==> src/sv/cfd_pkg.sv <==
`timescale 1ns / 1ps
// ---------------------------------------------------------------------------
// cfd_pkg
// Constants, types and the CRC16 byte update for the frame deframer.
// ---------------------------------------------------------------------------
package cfd_pkg;

	localparam int unsigned BUFFER_BYTES = 256;
	// byte counter is 8 bits, so the buffer limit tops out at 256
	localparam int unsigned LIMIT = (BUFFER_BYTES > 256) ? 256 : BUFFER_BYTES;
	localparam logic [7:0] COUNT_STOP = 8'(LIMIT - 1);

	localparam logic [7:0]  HDR0         = 8'hA5;
	localparam logic [7:0]  HDR1         = 8'hB6;
	localparam logic [15:0] BROADCAST    = 16'hFFFF;
	localparam logic [7:0]  MIN_FRAME    = 8'd13;
	localparam logic [15:0] CRC_INIT     = 16'hFFFF;
	localparam logic [15:0] CRC_POLY     = 16'hA001;
	localparam logic [15:0] ADDR_RESET   = 16'h0001;

	// frame offsets of header fields
	localparam logic [7:0] OFS_ADDR_HI  = 8'd2;
	localparam logic [7:0] OFS_ADDR_LO  = 8'd3;
	localparam logic [7:0] OFS_PLEN     = 8'd7;
	localparam logic [7:0] CRC_LAG      = 8'd4;

	typedef enum logic [2:0] {
		VD_NONE     = 3'd0,
		VD_ACCEPT   = 3'd1,
		VD_CRC_ERR  = 3'd2,
		VD_LEN_ERR  = 3'd3,
		VD_ID_DROP  = 3'd4,
		VD_SHORT    = 3'd5,
		VD_OVERFLOW = 3'd6
	} verdict_t;

	typedef struct packed {
		logic [15:0] frame_address;
		logic [7:0]  payload_length;
		logic [7:0]  frame_length;
		verdict_t    verdict;
		logic [7:0]  position;
		logic        in_frame;
		logic [7:0]  echo_byte;
	} result_t;

	// CRC16-Modbus, reflected, one byte
	function automatic logic [15:0] crc16_byte(input logic [15:0] crc_in,
	                                           input logic [7:0] data);
		logic [15:0] c;
		c = crc_in ^ {8'h00, data};
		for (int i = 0; i < 8; i++) begin
			if (c[0]) begin
				c = (c >> 1) ^ CRC_POLY;
			end else begin
				c = c >> 1;
			end
		end
		return c;
	endfunction

endpackage

==> src/sv/cfd_core.sv <==
`timescale 1ns / 1ps
// ---------------------------------------------------------------------------
// cfd_core
// Header hunt, frame state, running CRC and trailer judgment per byte.
// ---------------------------------------------------------------------------
module cfd_core (
	input  logic             clk,
	input  logic             arst_n,
	input  logic             advance,
	input  logic [7:0]       rx_byte,
	input  logic [15:0]      device_address,
	output cfd_pkg::result_t result
);
	import cfd_pkg::*;

	typedef enum logic [2:0] {
		PH_SEEK_HDR0 = 3'b001,
		PH_SEEK_HDR1 = 3'b010,
		PH_COLLECT   = 3'b100
	} phase_t;

	phase_t      phase_q, phase_d;
	logic [7:0]  count_q, count_d;
	logic [15:0] crc_q, crc_d;
	logic [7:0]  recent_q [4];
	logic [7:0]  recent_d [4];
	logic [15:0] addr_q, addr_d;
	logic [7:0]  plen_q, plen_d;

	// values after shifting rx_byte into the frame
	logic [15:0] crc_push;
	logic [15:0] addr_push;
	logic [7:0]  plen_push;
	logic [7:0]  frame_len;
	logic [15:0] rx_crc;
	logic        trailer;

	always_comb begin
		crc_push  = (count_q >= CRC_LAG) ? crc16_byte(crc_q, recent_q[3]) : crc_q;
		addr_push = addr_q;
		plen_push = plen_q;
		if (count_q == OFS_ADDR_HI) begin
			addr_push = {rx_byte, addr_q[7:0]};
		end else if (count_q == OFS_ADDR_LO) begin
			addr_push = {addr_q[15:8], rx_byte};
		end else if (count_q == OFS_PLEN) begin
			plen_push = rx_byte;
		end
		frame_len = count_q + 8'd1;
		rx_crc    = {recent_q[2], recent_q[1]};
		trailer   = (recent_q[0] == HDR1) && (rx_byte == HDR0);
	end

	always_comb begin
		phase_d = phase_q;
		count_d = count_q;
		crc_d   = crc_q;
		addr_d  = addr_q;
		plen_d  = plen_q;
		for (int i = 0; i < 4; i++) begin
			recent_d[i] = recent_q[i];
		end

		result                = '0;
		result.echo_byte      = rx_byte;
		result.verdict        = VD_NONE;

		unique case (phase_q)
			PH_SEEK_HDR1: begin
				if (rx_byte == HDR1) begin
					crc_d       = crc_push;
					recent_d[3] = recent_q[2];
					recent_d[2] = recent_q[1];
					recent_d[1] = recent_q[0];
					recent_d[0] = rx_byte;
					addr_d      = addr_push;
					plen_d      = plen_push;
					count_d     = frame_len;
					phase_d     = PH_COLLECT;
					result.in_frame = 1'b1;
					result.position = count_q;
				end else if (rx_byte == HDR0) begin
					// repeated A5 restarts the header
					crc_d   = CRC_INIT;
					addr_d  = '0;
					plen_d  = '0;
					recent_d[0] = HDR0;
					recent_d[1] = '0;
					recent_d[2] = '0;
					recent_d[3] = '0;
					count_d = 8'd1;
					phase_d = PH_SEEK_HDR1;
					result.in_frame = 1'b1;
				end else begin
					phase_d = PH_SEEK_HDR0;
					count_d = '0;
				end
			end
			PH_COLLECT: begin
				if (count_q >= COUNT_STOP) begin
					result.verdict = VD_OVERFLOW;
					phase_d = PH_SEEK_HDR0;
					count_d = '0;
				end else begin
					crc_d       = crc_push;
					recent_d[3] = recent_q[2];
					recent_d[2] = recent_q[1];
					recent_d[1] = recent_q[0];
					recent_d[0] = rx_byte;
					addr_d      = addr_push;
					plen_d      = plen_push;
					count_d     = frame_len;
					result.in_frame = 1'b1;
					result.position = count_q;
					if (trailer) begin
						result.frame_length   = frame_len;
						result.payload_length = plen_push;
						result.frame_address  = addr_push;
						priority if (frame_len < MIN_FRAME) begin
							result.verdict = VD_SHORT;
						end else if (crc_push != rx_crc) begin
							result.verdict = VD_CRC_ERR;
						end else if (addr_push != BROADCAST &&
						             addr_push != device_address) begin
							result.verdict = VD_ID_DROP;
						end else if (({1'b0, plen_push} + {1'b0, MIN_FRAME}) !=
						             {1'b0, frame_len}) begin
							result.verdict = VD_LEN_ERR;
						end else begin
							result.verdict = VD_ACCEPT;
						end
						phase_d = PH_SEEK_HDR0;
						count_d = '0;
					end
				end
			end
			default: begin
				// seeking the first header byte
				if (rx_byte == HDR0) begin
					crc_d   = CRC_INIT;
					addr_d  = '0;
					plen_d  = '0;
					recent_d[0] = HDR0;
					recent_d[1] = '0;
					recent_d[2] = '0;
					recent_d[3] = '0;
					count_d = 8'd1;
					phase_d = PH_SEEK_HDR1;
					result.in_frame = 1'b1;
				end else begin
					phase_d = PH_SEEK_HDR0;
				end
			end
		endcase
	end

	always_ff @(posedge clk or negedge arst_n) begin
		if (!arst_n) begin
			phase_q <= PH_SEEK_HDR0;
			count_q <= '0;
			crc_q   <= CRC_INIT;
			addr_q  <= '0;
			plen_q  <= '0;
			for (int i = 0; i < 4; i++) begin
				recent_q[i] <= '0;
			end
		end else if (advance) begin
			phase_q <= phase_d;
			count_q <= count_d;
			crc_q   <= crc_d;
			addr_q  <= addr_d;
			plen_q  <= plen_d;
			for (int i = 0; i < 4; i++) begin
				recent_q[i] <= recent_d[i];
			end
		end
	end

endmodule

==> src/sv/crc_checked_frame_deframer.sv <==
`timescale 1ns / 1ps
// ---------------------------------------------------------------------------
// crc_checked_frame_deframer
// Byte stream deframer with CRC16-Modbus and device id checks.
// ---------------------------------------------------------------------------
// Takes one received byte per word on the slave stream and returns exactly one
// result word per byte on the master stream, in the cycle after acceptance. A
// byte is accepted every cycle as long as the result register is empty or its
// word is taken in the same cycle, so sustained throughput is one byte per
// clock; the CRC16 byte update and the trailer checks are both combinational,
// between the frame state registers and the result register. Frames open
// with A5 B6 and close when the last two bytes are B6 A5. At the closing
// byte the result carries a verdict: short drop (under 13 bytes), CRC error,
// id drop (neither device_address nor broadcast FFFF), length error
// (payload length + 13 differs from frame length) or accept. A frame that
// fills the buffer ends with an overflow verdict on the byte that did not fit.
// Every result echoes its byte with the frame position so a downstream
// capture buffer can hold the frame until the verdict arrives.
// device_address resets to 0001; the user must write it via cfg_* only while
// no byte is in flight (not enforced); the write port is always ready.
// ---------------------------------------------------------------------------
module crc_checked_frame_deframer (
	input  logic        clk,
	input  logic        arst_n,
	// config write
	input  logic        cfg_valid,
	output logic        cfg_ready,
	input  logic [15:0] cfg_data,     // device_address
	// received bytes
	input  logic        s_tvalid,
	output logic        s_tready,
	input  logic [7:0]  s_tdata,      // rx_byte
	// results
	output logic        m_tvalid,
	input  logic        m_tready,
	output logic [47:0] m_tdata,      // echo_byte, position, frame_length,
	                                  // payload_length, frame_address
	output logic [3:0]  m_tuser       // in_frame, verdict
);
	import cfd_pkg::*;

	logic [15:0] dev_addr_q;
	logic        out_valid_q;
	result_t     result_q;
	result_t     result_d;
	logic        advance;

	assign cfg_ready = 1'b1;

	// result register frees up when its word is taken
	assign s_tready = !out_valid_q || m_tready;
	assign advance  = s_tvalid && s_tready;

	cfd_core u_core (
		.clk            (clk),
		.arst_n         (arst_n),
		.advance        (advance),
		.rx_byte        (s_tdata),
		.device_address (dev_addr_q),
		.result         (result_d)
	);

	always_ff @(posedge clk or negedge arst_n) begin
		if (!arst_n) begin
			dev_addr_q <= ADDR_RESET;
		end else if (cfg_valid && cfg_ready) begin
			dev_addr_q <= cfg_data;
		end
	end

	always_ff @(posedge clk or negedge arst_n) begin
		if (!arst_n) begin
			out_valid_q <= 1'b0;
		end else if (advance) begin
			out_valid_q <= 1'b1;
		end else if (m_tready) begin
			out_valid_q <= 1'b0;
		end
	end

	// payload, no reset needed
	always_ff @(posedge clk) begin
		if (advance) begin
			result_q <= result_d;
		end
	end

	assign m_tvalid = out_valid_q;
	assign m_tdata  = {result_q.frame_address, result_q.payload_length,
	                   result_q.frame_length, result_q.position, result_q.echo_byte};
	assign m_tuser  = {result_q.verdict, result_q.in_frame};

endmodule

==> config.mk <==
export PLATFORM = sky130hd
export DESIGN_NAME = crc_checked_frame_deframer
export DESIGN_NICKNAME = d
export VERILOG_FILES = /design/src/sv/cfd_pkg.sv /design/src/sv/cfd_core.sv /design/src/sv/crc_checked_frame_deframer.sv
export SDC_FILE = /design/constraint.sdc
export NUM_CORES = 1
export LEC_CHECK = 0
export BUFFER_PORTS_ARGS = -buffer_cell sky130_fd_sc_hd__buf_2
export CORE_ASPECT_RATIO = 0.7
export CORE_MARGIN = 2
export CORE_UTILIZATION = 43
export CTS_CLUSTER_SIZE = 8
export DETAILED_ROUTE_END_ITERATION = 10
export HOLD_SLACK_MARGIN = 0.05
export MAX_ROUTING_LAYER = met4
export PLACE_DENSITY_LB_ADDON = 0.2
export SLEW_MARGIN = 40
export SYNTH_ARGS = -nofsm -noshare
export SYNTH_HDL_FRONTEND = slang
export SYNTH_SLANG_ARGS = --single-unit
==> constraint.sdc <==
create_clock -name clk -period 4.2 [get_ports clk]
set_input_delay 0.84 -clock clk [delete_from_list [all_inputs] [get_ports clk]]
set_output_delay 0.84 -clock clk [all_outputs]
set_load 0.02 [all_outputs]
Yosys cells after proc, flatten, opt, wreduce, memory -nomap -nowiden --
Index checks and enable logic that the tools add are counted.
Operators by class: $add $sub $neg 2, $lt $le $gt $ge 3, equal/unequal tests 14, multiplexer cells 55, bitwise operators 11, reductions and logical operators 11
Operators with widths (number):
- two-way mux 16 bit | 16
- two-way mux 32 bit | 3
- two-way mux 8 bit | 12
- case mux 16 bit (2 select lines) | 2
- case mux 32 bit (2 select lines) | 1
- case mux 8 bit (2 select lines) | 3
- inequality test 16 bit | 2
- equality test 8 bit (second input constant) | 3
- two-way mux 3 bit | 8
- inverter 2 -> 3 bit | 8
- equality test 8 x 2 -> 1 bit (second input constant) | 2
- inequality test 16 bit (second input constant) | 1
- bitwise XOR 16 x 8 -> 16 bit | 1
- adder 8 x 4 -> 9 bit (second input constant) | 1
- two-way mux 9 bit | 1
- inequality test 9 x 8 -> 1 bit | 1
- adder 8 x 1 -> 8 bit (second input constant) | 1
- equality test 8 x 3 -> 1 bit (second input constant) | 1
- greater-or-equal comparator 8 x 3 -> 1 bit (second input constant) | 1
- greater-or-equal comparator 8 bit (second input constant) | 1
- < comparator 8 x 4 -> 1 bit (second input constant) | 1
- case mux 3 bit (2 select lines) | 1
- AND reduction 2 bit | 3
- two-way mux 1 bit | 5
- other kinds (13) | 17
Word-level totals: bits in registers 152, bits of input ports 29, output and inout port bits 55, logic and storage cells 115

Longest topological paths before layout --
Gate-level depths: netlist of the first run.
depth in word-level cells 23, depth in mapped cells 14

Modules after synthesis --
A second synthesis of the first run with hierarchy kept.
Second synthesis, totals: cells, all modules 711, area, all modules 7907.6 um^2
Modules (own cells, without submodules):
- cfd_core | times used 1, cells an instance 619, area an instance 5640.4 um^2, sequential area each 2098.3 um^2
- crc_checked_frame_deframer | times used 1, cells an instance 92, area an instance 2267.2 um^2, sequential area each 1988.2 um^2

Least setup slack after synthesis of the first run --
OpenSTA, ideal clock, no wires.
path kind register to register, start reg u_core.count_q[5], end reg result_q (netlist bit m_tuser[2]) (data pin), setup time 263 ps, data arrival time 3502 ps, path slack 435 ps, cell stages (with the launch flop) 13, buffers on the path 2, cell sequence dfrtp_1 or4_1 buf_2 nor2_2 clkbuf_1 mux2i_1 inv_1 ha_1 a21oi_1 nor3_1 or4_1 nor4_1 o31ai_1
On the way: longest elaborated chain between the ends 12, elaborated cells between the ends (all ways) 25
Ends and longest elaborated chain:
- from (decl) | RTL line cfd_core.sv:23 | logic [7:0] count_q, count_d;
- from (signal assigned) | RTL line cfd_core.sv:169 | count_q <= count_d;
- equality test 8 x 3 -> 1 bit | RTL line cfd_core.sv:46 | end else if (count_q == OFS_PLEN) begin
- two-way mux 8 bit | RTL line cfd_core.sv:46
- two-way mux 8 bit | RTL line cfd_core.sv:44 | end else if (count_q == OFS_ADDR_LO) begin
- two-way mux 8 bit (*) | RTL line cfd_core.sv:42 | if (count_q == OFS_ADDR_HI) begin
- via u_core.plen_push[1] | RTL line cfd_core.sv:33 | logic [7:0] plen_push;
- adder 8 x 4 -> 9 bit (*) | RTL line cfd_core.sv:126 | end else if (({1'b0, plen_push} + {1'b0, MIN_FRAME}) !=
- inequality test 9 x 8 -> 1 bit (*) | RTL line cfd_core.sv:126
- two-way mux 2 bit (*) | RTL line cfd_core.sv:126
- two-way mux 3 bit (*) | RTL line cfd_core.sv:123 | end else if (addr_push != BROADCAST &&
- two-way mux 3 bit (*) | RTL line cfd_core.sv:121 | end else if (crc_push != rx_crc) begin
- two-way mux 3 bit (*) | RTL line cfd_core.sv:119 | priority if (frame_len < MIN_FRAME) begin
- two-way mux 3 bit (*) | RTL line cfd_core.sv:115 | if (trailer) begin
- two-way mux 3 bit (*) | RTL line cfd_core.sv:100 | if (count_q >= COUNT_STOP) begin
- to (signal assigned) | RTL line crc_checked_frame_deframer.sv:84 | result_q <= result_d;
- to (decl) | RTL line crc_checked_frame_deframer.sv:44 | result_t result_q;
The timed path passes the listed nets; every way through them passes the cells marked *. A chain may end at the register's enable or synchronous reset.

Worst setup path in the final report of the first run --
start reg u_core.count_q[5], end reg result_q (netlist bit m_tuser[2]) (data pin)
On the way: longest elaborated chain between the ends 12, elaborated cells between the ends (all ways) 25
Ends and longest elaborated chain (RTL line):
- equality test 8 x 3 -> 1 bit | cfd_core.sv:46
- two-way mux 8 bit | cfd_core.sv:46
- two-way mux 8 bit | cfd_core.sv:44
- two-way mux 8 bit | cfd_core.sv:42
- adder 8 x 4 -> 9 bit | cfd_core.sv:126
- inequality test 9 x 8 -> 1 bit | cfd_core.sv:126
- two-way mux 2 bit | cfd_core.sv:126
- two-way mux 3 bit | cfd_core.sv:123
- two-way mux 3 bit | cfd_core.sv:121
- two-way mux 3 bit | cfd_core.sv:119
- two-way mux 3 bit | cfd_core.sv:115
- two-way mux 3 bit (*) | cfd_core.sv:100
Every way passes the cells marked *; elsewhere a longest branch is shown, timed or not.

==> flow_metrics.py, run 1 <==
metrics = {
    "clock_tree": {
        "cts_tree": "done",
        "clkSlewWorstSetupHoldPaths_ps": 70,
        "worst_skew_pair.late_latency_ps": 430,
        "clock_path_buffers": 2,
        "cts_root_buf": "sky130_fd_sc_hd__clkbuf_16",
        "post_cts_hold_buffer_count": 0,
        "cts.sinks": 152,
        "cts.repair_timing.setup_buffer_count": 0,
        "numCtsBuffers": 17,
        "cts_htree_levels": 4,
        "postCtsResizedCells": 0,
    },
    "worst_setup_path": {
        "crit-reg2reg-capture": "m_tuser[2]",
        "worst_reg2reg_path_length_in_cells": 9,
        "timing.critical_path.to_type": "register",
        "cp.arrival_ps": 3840,
        "reg2reg_setup_slack_ps": 530,
        "origin_of_the_critical_flop_to_flop_path": "u_core.count_q[5]",
        "critPathCapture": "m_tuser[2]",
        "critical_path_required_ps": 4370,
        "crit_fanout": 14,
        "kind_of_launch_point_of_the_worst_setup_path": "register",
        "critical_path.startpoint": "u_core.count_q[5]",
        "critPathKind": "reg2reg",
    },
    "synthesis": {
        "synthSimpleGateAreaFrac_pct": 15.0,
        "synth_enable_flop_cells": 52,
        "synth.mux.area_fraction_pct": 4.29,
        "synth.net_count": 781,
        "synth_sequential_area_ratio_pct": 51.8,
        "synth_top_family_by_area": "compound AO/OA/AOI/OAI gates",
        "arithmetic_cell_share_of_the_synthesized_area_counting_full_adders_half_adders_and_majority_gates_pct": 0.794,
        "post_synth.cell_area_avg_sq_um": 10.6,
        "yosys.area_share.xor_xnor_pct": 9.29,
        "synth_compound_gate_area_share_pct": 15.6,
        "top_flip_flop_cell_by_instance_count_after_synthesis": "sky130_fd_sc_hd__dfrtp_1",
        "synth.lib_cells_used.distinct": 68,
        "synthCells": 747,
        "yosysWarnings": 0,
        "ys_ff_latch": 152,
        "async_flop_share_pct": 65.8,
        "mappedNetlistArea_sq_um": 7880,
    },
    "timing": {
        "max_freq_mhz": 272,
        "tns_ps": 0,
        "max-slew-margin-rel_pct": 43.6,
        "period_share_pct": 87.4,
        "final.min_clock_period_ps": 3670,
        "worst_clock_skew_ps": 9.62,
        "setup-violations-final": 0,
        "timing_max_transition_violations_final": 0,
        "max_slew.worst_pin.slew_ps": 841,
        "rsz_0062_raised_after_global_routing": "no",
        "hold-worst-slack_ps": 455,
        "hold_violation_count_in_the_final_report": 0,
    },
    "grt": {
        "grt_first_pass_wirelength_mm": 34.0,
        "via_count_of_the_first_global_routing_pass": 5927,
        "grt.overflow.total": 0,
        "grt_antenna_before_repair": 0,
        "grt_start_max_net_pins": 86,
        "grt_use_total_pct": 23.4,
    },
    "die": {
        "floorplan.initialDensity_pct": 43.8,
        "fp-row-count": 41,
        "die-width_um": 166,
        "chipHeight_um": 117,
        "die_area_sq_um": 19400,
        "area_of_the_core_sq_um": 18000,
        "number_of_top_level_pins": 84,
    },
    "flow_run": {
        "maxCapViolCount": 0,
    },
    "place": {
        "post-dp-hpwl_mm": 15.6,
        "port_buffers": 82,
        "gpl.final_weighted_congestion": 0.924,
    },
    "final_layout": {
        "syn_to_final_growth_pct": 17.2,
        "insertedDiodeCount": 0,
        "layout.cells.most_common_list": "sky130_fd_sc_hd__nand2_1 (87), sky130_fd_sc_hd__dfrtp_1 (82), sky130_fd_sc_hd__buf_2 (81)",
        "finish.net_count": 870,
        "mostFrequentLayoutCell": "sky130_fd_sc_hd__nand2_1",
        "drive_gt1_share_pct": 22.0,
        "fin_util_pct": 51.3,
    },
    "drt": {
        "route.antenna.remaining_nets": 0,
        "avgRoutedWirePerCell_um": 20.1,
        "dr.first_iter.drc_count": 725,
        "detail_route.drc_violations": 0,
        "totalWireLength_mm": 21.8,
        "route.vias.total": 6272,
        "drt_first_pass_iters": 5,
        "detail_route.vias_per_cell": 5.78,
    },
    "pwr": {
        "p_per_area_nw_per_um2": 369,
        "power.static_leakage_nw": 3.85,
        "peakVddDrop_uv": 233,
    },
    "hold_path": {
        "worst_hold_path_type": "in2async",
    },
    "outcome": {
        "status": "complete, no violations",
    },
}
==> how the worst min path moves through the flow <==
stage	from	end	slack, ps	depth (start not counted)
global route	arst_n	u_core.recent_q[13]	510	1
detailed placement	u_core.plen_q[4]	u_core.plen_q[4]	480	2
CTS	arst_n	u_core.recent_q[13]	500	1
finish	arst_n	u_core.recent_q[13]	460	1
floorplan	u_core.plen_q[4]	u_core.plen_q[4]	450	2
global placement	u_core.plen_q[4]	u_core.plen_q[4]	480	2
==> per-stage QoR <==
| stage | worst slack, ps | instances | area, sq um | power, mW |
|---|---|---|---|---|
| 2_1_floorplan | 435 | 747 | 7880 | 1.83 |
| 3_3_place_gp | 618 | 1053 | 8660 | 1.94 |
| 3_5_place_dp | 533 | 1053 | 8670 | 1.95 |
| 4_1_cts | 499 | 1085 | 9230 | 3.42 |
| 5_1_grt | 266 | 1085 | 9240 | 3.53 |
| 6_report | 528 | 1085 | 9240 | 3.41 |
==> cells in the mapped netlist, types with 12 or more instances <==
cell	instances	area [sq um]
sky130_fd_sc_hd__mux2i_1	18	180
sky130_fd_sc_hd__nand2_1	87	327
sky130_fd_sc_hd__nand3_1	18	90.1
sky130_fd_sc_hd__dfstp_2	18	473
sky130_fd_sc_hd__xor2_1	28	245
sky130_fd_sc_hd__xnor2_1	40	350
sky130_fd_sc_hd__inv_1	21	78.8
sky130_fd_sc_hd__a22o_1	37	324
sky130_fd_sc_hd__dfrtp_1	82	2050
sky130_fd_sc_hd__nor2_1	53	199
sky130_fd_sc_hd__o21ai_0	35	175
sky130_fd_sc_hd__nor3_1	12	60.1
sky130_fd_sc_hd__a21oi_1	34	170
sky130_fd_sc_hd__edfxtp_1	52	1560
sky130_fd_sc_hd__clkbuf_1	37	139
sky130_fd_sc_hd__mux2_2	14	158
==> registers in the layout, summed over array words and instances (netlist names) <==
register / cells
u_core.addr_q: 16
m_tvalid: 1
m_tdata: 48
u_core.crc_q: 16
u_core.phase_q: 3
u_core.recent_q: 32
u_core.count_q: 8
dev_addr_q: 16
u_core.plen_q: 8
m_tuser: 4
==> layer usage <==
metal  global-route usage [%]  wire [um]  vias up
met5                        -          0        -
met1                     35.2      10900     3104
met2                     31.5       8940      264
met3                     4.74       1650       28
li1                         -          -     2876
met4                     6.84        296        0
==> cell families after synthesis <==
| kind of cell | count (synthesis) |
|---|---|
| muxes | 32 |
| and+or+nand+nor | 242 |
| AOI/OAI and AO/OA | 177 |
| DFF | 152 |
| other | 1 |
| adders and majority gates | 5 |
| xor gates and xnor gates | 74 |
| buffers and inverters | 64 |
==> area by class of cell <==
class                      count  area, sq um
inverter                      22         82.6
clock buffer                  18          429
clock inverter                14          136
multi-input combinational    531         3560
tap                          236          295
timing repair buffer         112          644
sequential                   152         4090
fill                        1568         8770
==> power breakdown <==
group / leakage (nW) / internal [mW] / total [mW] / switching, mW
sequential: 1.81 / 1.59 / 1.63 / 0.0361
clock: 0.269 / 0.828 / 1.49 / 0.662
combinational: 1.77 / 0.112 / 0.291 / 0.179
total: 3.85 / 2.53 / 3.41 / 0.877
==> worst max-delay path: stages, from the launching register on <==
cell,delay [ps]
sky130_fd_sc_hd__dfrtp_1,460
sky130_fd_sc_hd__or4_1,610
sky130_fd_sc_hd__buf_4,200
sky130_fd_sc_hd__nor3_4,470
sky130_fd_sc_hd__nand3_1,150
sky130_fd_sc_hd__a221o_1,340
sky130_fd_sc_hd__or4_1,540
sky130_fd_sc_hd__nor4_2,430
sky130_fd_sc_hd__o21a_1,170
sky130_fd_sc_hd__o31ai_1,60
No activity file was read; power rests on OpenSTA's default activity.
==> inputs of run 2 (changes only) <==
- ABC_AREA: not set -> 1
- CORE_UTILIZATION: 43 -> 45
- REMOVE_ABC_BUFFERS: not set -> 1
==> flow_metrics.py, run 2 <==
metrics = {
    "final_layout": {
        "area_taken_by_multi_input_logic_gates_sq_um": 3090,
        "layout.filler_cells": 1657,
        "finish.net_count": 1053,
        "drive_gt1_share_pct": 17.5,
        "area.sequential_sq_um": 4090,
        "insertedDiodeCount": 0,
        "layout.cells.most_common_list": "sky130_fd_sc_hd__nand2_1 (261), sky130_fd_sc_hd__inv_1 (128), sky130_fd_sc_hd__nor2_1 (88)",
        "mostFrequentLayoutCell": "sky130_fd_sc_hd__nand2_1",
        "fin_util_pct": 53.2,
        "largest_register_ffs": 48,
        "syn_to_final_growth_pct": 15.9,
    },
    "timing": {
        "rsz_0062_raised_after_global_routing": "no",
        "tns_ps": 0,
        "max_freq_mhz": 308,
        "max-slew-margin-rel_pct": 50.6,
        "final.min_clock_period_ps": 3250,
        "worst_clock_skew_ps": 7.79,
        "max_slew.worst_pin.slew_ps": 741,
        "period_share_pct": 77.4,
        "timing_max_transition_violations_final": 0,
        "setup-violations-final": 0,
        "hold_violation_count_in_the_final_report": 0,
    },
    "drt": {
        "avgRoutedWirePerCell_um": 15.7,
        "route.vias.total": 6542,
        "dr.first_iter.drc_count": 678,
        "totalWireLength_mm": 19.8,
        "drt_first_pass_iters": 5,
        "detail_route.vias_per_cell": 5.18,
        "route.antenna.remaining_nets": 0,
        "detail_route.drc_violations": 0,
    },
    "synthesis": {
        "synth.mux.area_fraction_pct": 0.716,
        "post_synth.cell_area_avg_sq_um": 8.39,
        "mappedNetlistArea_sq_um": 7860,
        "top_flip_flop_cell_by_instance_count_after_synthesis": "sky130_fd_sc_hd__dfrtp_1",
        "async_flop_share_pct": 65.8,
        "synth_top_area_cell": "sky130_fd_sc_hd__dfrtp_1",
        "arithmetic_cell_share_of_the_synthesized_area_counting_full_adders_half_adders_and_majority_gates_pct": 0.796,
        "synth.top_cell.area_share_pct": 26.1,
        "synth_sequential_area_ratio_pct": 52.0,
        "synth.most_common_cell": "sky130_fd_sc_hd__nand2_1",
        "synth_top_family_by_area": "simple AND/OR/NAND/NOR gates",
        "synthSimpleGateAreaFrac_pct": 23.7,
        "yosys.area_share.xor_xnor_pct": 2.23,
        "yosysWarnings": 0,
        "post_synth_most_frequent_cells": "sky130_fd_sc_hd__nand2_1 (261), sky130_fd_sc_hd__inv_1 (129), sky130_fd_sc_hd__nor2_1 (88)",
        "synth.lib_cells_used.distinct": 43,
        "synth_compound_gate_area_share_pct": 11.8,
        "ys_ff_latch": 152,
        "synthCells": 937,
        "synth_enable_flop_cells": 52,
        "synth.area.top_cells": "sky130_fd_sc_hd__dfrtp_1 (26%), sky130_fd_sc_hd__edfxtp_1 (20%), sky130_fd_sc_hd__nand2_1 (12%)",
    },
    "clock_tree": {
        "clock_path_buffers": 2,
        "post_cts_hold_buffer_count": 0,
        "cts_tree": "done",
        "worst_skew_pair.late_latency_ps": 430,
        "cts_root_buf": "sky130_fd_sc_hd__clkbuf_16",
        "cts_htree_levels": 4,
        "numCtsBuffers": 17,
        "cts.repair_timing.setup_buffer_count": 0,
        "postCtsResizedCells": 0,
        "clkSlewWorstSetupHoldPaths_ps": 60,
        "cts.sinks": 152,
    },
    "die": {
        "chipHeight_um": 115,
        "number_of_top_level_pins": 84,
        "fp-row-count": 40,
        "area_of_the_core_sq_um": 17100,
        "die_area_sq_um": 18600,
        "floorplan.initialDensity_pct": 45.9,
        "die-width_um": 162,
    },
    "hold_path": {
        "worst_hold_path_type": "in2async",
    },
    "grt": {
        "grt_use_total_pct": 22.6,
        "grt_antenna_before_repair": 0,
        "grt.overflow.total": 0,
        "grt_first_pass_wirelength_mm": 31.4,
        "via_count_of_the_first_global_routing_pass": 5866,
        "grt_start_max_net_pins": 79,
    },
    "pwr": {
        "power.total_mw": 4.09,
        "peakVddDrop_uv": 217,
        "p_per_area_nw_per_um2": 449,
        "power.static_leakage_nw": 4.42,
    },
    "flow_run": {
        "maxCapViolCount": 0,
    },
    "worst_setup_path": {
        "cp.arrival_ps": 3560,
        "timing.critical_path.to_type": "register",
        "critPathKind": "reg2reg",
        "crit_fanout": 12,
        "critical_path_required_ps": 4510,
        "kind_of_launch_point_of_the_worst_setup_path": "register",
    },
    "place": {
        "post-dp-hpwl_mm": 13.8,
        "gpl.final_weighted_congestion": 0.876,
        "port_buffers": 82,
    },
    "outcome": {
        "status": "complete, no violations",
    },
}
==> run 2: cell types whose count changed after synthesis, moves of 11 or more <==
cell                       before  now
sky130_fd_sc_hd__a22o_1        37    0
sky130_fd_sc_hd__a21oi_1       34    8
sky130_fd_sc_hd__inv_1         21  129
sky130_fd_sc_hd__nand2_1       87  261
sky130_fd_sc_hd__o21ai_0       35   52
sky130_fd_sc_hd__o21ai_1        4   15
sky130_fd_sc_hd__mux2i_1       18    0
sky130_fd_sc_hd__buf_2          2   13
sky130_fd_sc_hd__o22ai_1        3   40
sky130_fd_sc_hd__clkbuf_1      37    6
sky130_fd_sc_hd__xnor2_1       40    2
sky130_fd_sc_hd__nor2_1        53   88
sky130_fd_sc_hd__nand3_1       18   53
==> run 2: logic make-up (layout without fill, tap and decap cells) <==
logic type | Yosys count | count (layout)
compound gates | 151 | 151
xor+xnor | 20 | 20
fa+ha+maj | 5 | 5
buf+inv | 165 | 260
flops | 152 | 152
mux | 5 | 5
other cells | 1 | 1
simple gates | 438 | 438
==> run 2: worst paths after layout <==
check / start / endpoint / slack (ps) / cells past startpoint
max: u_core.count_q[0] / u_core.crc_q[14] / 950 / 13
min in group clk: u_core.crc_q[11] / u_core.crc_q[11] / 490 / 2
min reg2reg: u_core.crc_q[11] / u_core.crc_q[11] / 490 / 2
max in group asynchronous: arst_n / dev_addr_q[14] / 3070 / 2
min: arst_n / dev_addr_q[5] / 450 / 1
max reg2reg: u_core.count_q[0] / u_core.crc_q[14] / 950 / 13
==> run 2: critical path, cell delays in order, from the launching register on <==
cell                       delay, ps
sky130_fd_sc_hd__dfrtp_1         420
sky130_fd_sc_hd__ha_1            310
sky130_fd_sc_hd__nand2_1         110
sky130_fd_sc_hd__nor2_1          190
sky130_fd_sc_hd__nand3_1         150
sky130_fd_sc_hd__nor2_1          110
sky130_fd_sc_hd__nand2_1          80
sky130_fd_sc_hd__nor2_1          300
sky130_fd_sc_hd__nor2_2          160
sky130_fd_sc_hd__nand2_1         410
sky130_fd_sc_hd__nor2_1          100
sky130_fd_sc_hd__buf_4           170
sky130_fd_sc_hd__inv_1           380
sky130_fd_sc_hd__o221ai_1        230
==> run 2: where the power goes <==
group	total (mW)	switching, mW	internal, mW
clock	1.69	0.618	1.07
sequential	1.73	0.0654	1.66
combinational	0.675	0.461	0.213
==> run 2: final cells by class <==
| class | count | area share [%] |
|---|---|---|
| repair buffers | 91 | 5.31 |
| clock buffers | 20 | 4.90 |
| multi-input cells | 620 | 33.9 |
| flip-flops and latches | 152 | 44.8 |
| well taps | 231 | 3.17 |
| inverters | 137 | 5.70 |
| clock inverters | 12 | 2.20 |
==> run 2: through the flow <==
step / worst slack (ps) / std cells / cell area, sq um / hold slack, ps
2_1_floorplan: 969 / 909 / 7690 / 453
3_3_place_gp: 952 / 1231 / 8460 / 481
3_5_place_dp: 914 / 1231 / 8470 / 482
4_1_cts: 958 / 1263 / 9110 / 474
5_1_grt: 671 / 1263 / 9110 / 496
6_report: 951 / 1263 / 9110 / 451
==> run 2: routing by layer <==
metal | vias up | wire length (um) | track usage (%)
met5 | - | 0 | -
met4 | 0 | 260 | 6.25
met3 | 19 | 1250 | 3.37
met2 | 211 | 7880 | 29.7
met1 | 3096 | 10400 | 35.7
li1 | 3216 | - | -
==> inputs of run 3 (changes only) <==
- clock period: 4.2 -> 3.39 ns (I/O delays scaled with it)
==> flow_metrics.py, run 3 (same netlist as run 2, synthesis figures left out) <==
metrics = {
    "worst_setup_path": {
        "critical_path.slowest_cell": "sky130_fd_sc_hd__a21oi_1",
        "crit_path_max_incr_delay_ps": 480,
        "worst_reg2reg_path_length_in_cells": 12,
        "kind_of_launch_point_of_the_worst_setup_path": "register",
        "critical_path.cell_chain": "inv_1, ha_1, inv_1, nor2_4, o21ai_0, xor2_1, nand4_1, nor2_1, a21oi_1, a21oi_1, nand2_1, nand2_1",
        "crit_fanout": 16,
        "reg2reg_setup_slack_ps": 340,
        "timing.critical_path.to_type": "register",
        "critical_path.startpoint": "u_core.count_q[0]",
        "critPathCapture": "m_tuser[2]",
        "crit-reg2reg-capture": "m_tuser[2]",
        "cp.arrival_ps": 3230,
        "origin_of_the_critical_flop_to_flop_path": "u_core.count_q[0]",
        "critPathKind": "reg2reg",
        "critical_path_required_ps": 3570,
    },
    "final_layout": {
        "layout.cells.most_common_list": "sky130_fd_sc_hd__nand2_1 (261), sky130_fd_sc_hd__inv_1 (128), sky130_fd_sc_hd__nor2_1 (88)",
        "insertedDiodeCount": 0,
        "finish.cell_count_without_fillers": 1274,
        "largest_register_ffs": 48,
        "drive_gt1_share_pct": 17.9,
        "finish.net_count": 1064,
        "syn_to_final_growth_pct": 16.5,
        "mostFrequentLayoutCell": "sky130_fd_sc_hd__nand2_1",
    },
    "drt": {
        "detail_route.drc_violations": 0,
        "avgRoutedWirePerCell_um": 15.2,
        "drt_first_pass_iters": 5,
        "route.vias.total": 6551,
        "totalWireLength_mm": 19.3,
        "route.antenna.remaining_nets": 0,
        "detail_route.vias_per_cell": 5.14,
        "dr.first_iter.drc_count": 632,
    },
    "grt": {
        "grt_start_max_net_pins": 54,
        "grt_first_pass_wirelength_mm": 31.0,
        "grt.overflow.total": 0,
        "grt_antenna_before_repair": 0,
        "via_count_of_the_first_global_routing_pass": 5782,
        "grt_use_total_pct": 22.2,
    },
    "clock_tree": {
        "cts_tree": "done",
        "clock_path_buffers": 2,
        "numCtsBuffers": 17,
        "clkSlewWorstSetupHoldPaths_ps": 60,
        "worst_skew_pair.late_latency_ps": 420,
        "cts_htree_levels": 4,
        "cts.sinks": 152,
        "postCtsResizedCells": 0,
        "cts_root_buf": "sky130_fd_sc_hd__clkbuf_16",
    },
    "timing": {
        "max_freq_mhz": 328,
        "timing_max_transition_violations_final": 0,
        "tns_ps": 0,
        "rsz_0062_raised_after_global_routing": "no",
        "max-slew-margin-rel_pct": 53.3,
        "setup_slack_ps": 340,
        "final.min_clock_period_ps": 3050,
        "setup-violations-final": 0,
        "hold_violation_count_in_the_final_report": 0,
        "worst_clock_skew_ps": 8.22,
        "max_slew.worst_pin.slew_ps": 694,
        "period_share_pct": 90.0,
    },
    "pwr": {
        "power.static_leakage_nw": 4.45,
        "p_per_area_nw_per_um2": 539,
        "peakVddDrop_uv": 268,
    },
    "die": {
        "chipHeight_um": 115,
        "number_of_top_level_pins": 84,
        "floorplan.initialDensity_pct": 45.9,
        "fp-row-count": 40,
        "die_area_sq_um": 18600,
        "die-width_um": 162,
        "area_of_the_core_sq_um": 17100,
    },
    "place": {
        "port_buffers": 82,
        "post-dp-hpwl_mm": 13.8,
        "detailedPlace.worstSlack_ps": 317,
        "post-place-cells": 1239,
        "gpl.final_weighted_congestion": 0.896,
    },
    "flow_run": {
        "maxCapViolCount": 0,
    },
    "hold_path": {
        "worst_hold_path_type": "in2async",
    },
    "outcome": {
        "status": "complete, no violations",
    },
}
[run 3: changes by cell type in the layout (fill, tap and decap cells not counted)]
cell                         previous run  this run
sky130_fd_sc_hd__inv_2                  4         5
sky130_fd_sc_hd__buf_12                 0         1
sky130_fd_sc_hd__inv_4                  2         1
sky130_fd_sc_hd__buf_6                  1         0
sky130_fd_sc_hd__clkinv_4               4         0
sky130_fd_sc_hd__clkinv_1               3         5
sky130_fd_sc_hd__bufinv_16              5         4
sky130_fd_sc_hd__clkinv_2               3         1
sky130_fd_sc_hd__clkbuf_1               2         5
sky130_fd_sc_hd__buf_4                  9        20
sky130_fd_sc_hd__clkinvlp_4             0         2
[run 3: worst min-delay path by stage]
| stage | start | to | cells after the start |
|---|---|---|---|
| 3_5_place_dp | u_core.phase_q[2] | u_core.phase_q[2] | 2 |
| 5_1_grt | arst_n | u_core.recent_q[5] | 1 |
| 3_3_place_gp | u_core.phase_q[2] | u_core.phase_q[2] | 2 |
| 2_1_floorplan | arst_n | dev_addr_q[10] | 0 |
| 4_1_cts | arst_n | u_core.recent_q[5] | 1 |
| 6_report | arst_n | dev_addr_q[5] | 1 |
[run 3: cell type report]
class                      instances  area (sq um)
clock buffer                      23           458
clock inverter                     9           148
fill                            1638          7960
inverter                         137           517
multi-input combinational        620          3090
sequential                       152          4090
tap                              231           289
timing repair buffer             102           576
[run 3: power breakdown]
part / internal [mW] / leakage, nW / switching (mW)
Sequential: 2.06 / 1.59 / 0.0806
Clock: 1.25 / 0.286 / 0.732
Combinational: 0.268 / 2.57 / 0.557
Total: 3.57 / 4.45 / 1.37
[run 3: what timing repair did]
item,in CTS,in global routing
hold buffers,0,0
setup buffers,0,3
endpoints found under the setup margin,0,1
hold endpoints to repair,0,0
[run 3: critical path: cells and delay by family, from the launching register on]
| kind | cells | cell delay [ps] |
|---|---|---|
| AO/OA/AOI/OAI | 3 | 950 |
| XOR/XNOR | 1 | 230 |
| adder cells (fa/ha/maj) | 1 | 200 |
| buffers and inverters | 2 | 340 |
| flip-flops | 1 | 430 |
| AND/OR/NAND/NOR | 5 | 660 |
[run 3: per-layer routing]
| metal | share of wire (%) | global-route usage [%] | routed length (um) | vias up |
|---|---|---|---|---|
| met1 | 52 | 34.7 | 10200 | 3087 |
| li1 | - | - | - | 3238 |
| met3 | 6.4 | 3.44 | 1250 | 18 |
| met2 | 40 | 29.6 | 7750 | 208 |
| met5 | 0 | - | 0 | - |
| met4 | 1.0 | 6.02 | 202 | 0 |
[run 3: per-stage QoR]
stage	utilization, %	power [mW]	cell area [sq um]	hold WS (ps)
2_1_floorplan	-	2.73	7690	382
4_1_cts	53.4	4.96	9140	302
3_5_place_dp	49.9	2.98	8530	489
3_3_place_gp	49.9	2.98	8530	480
6_report	53.5	4.94	9160	273
5_1_grt	53.5	5.16	9160	336
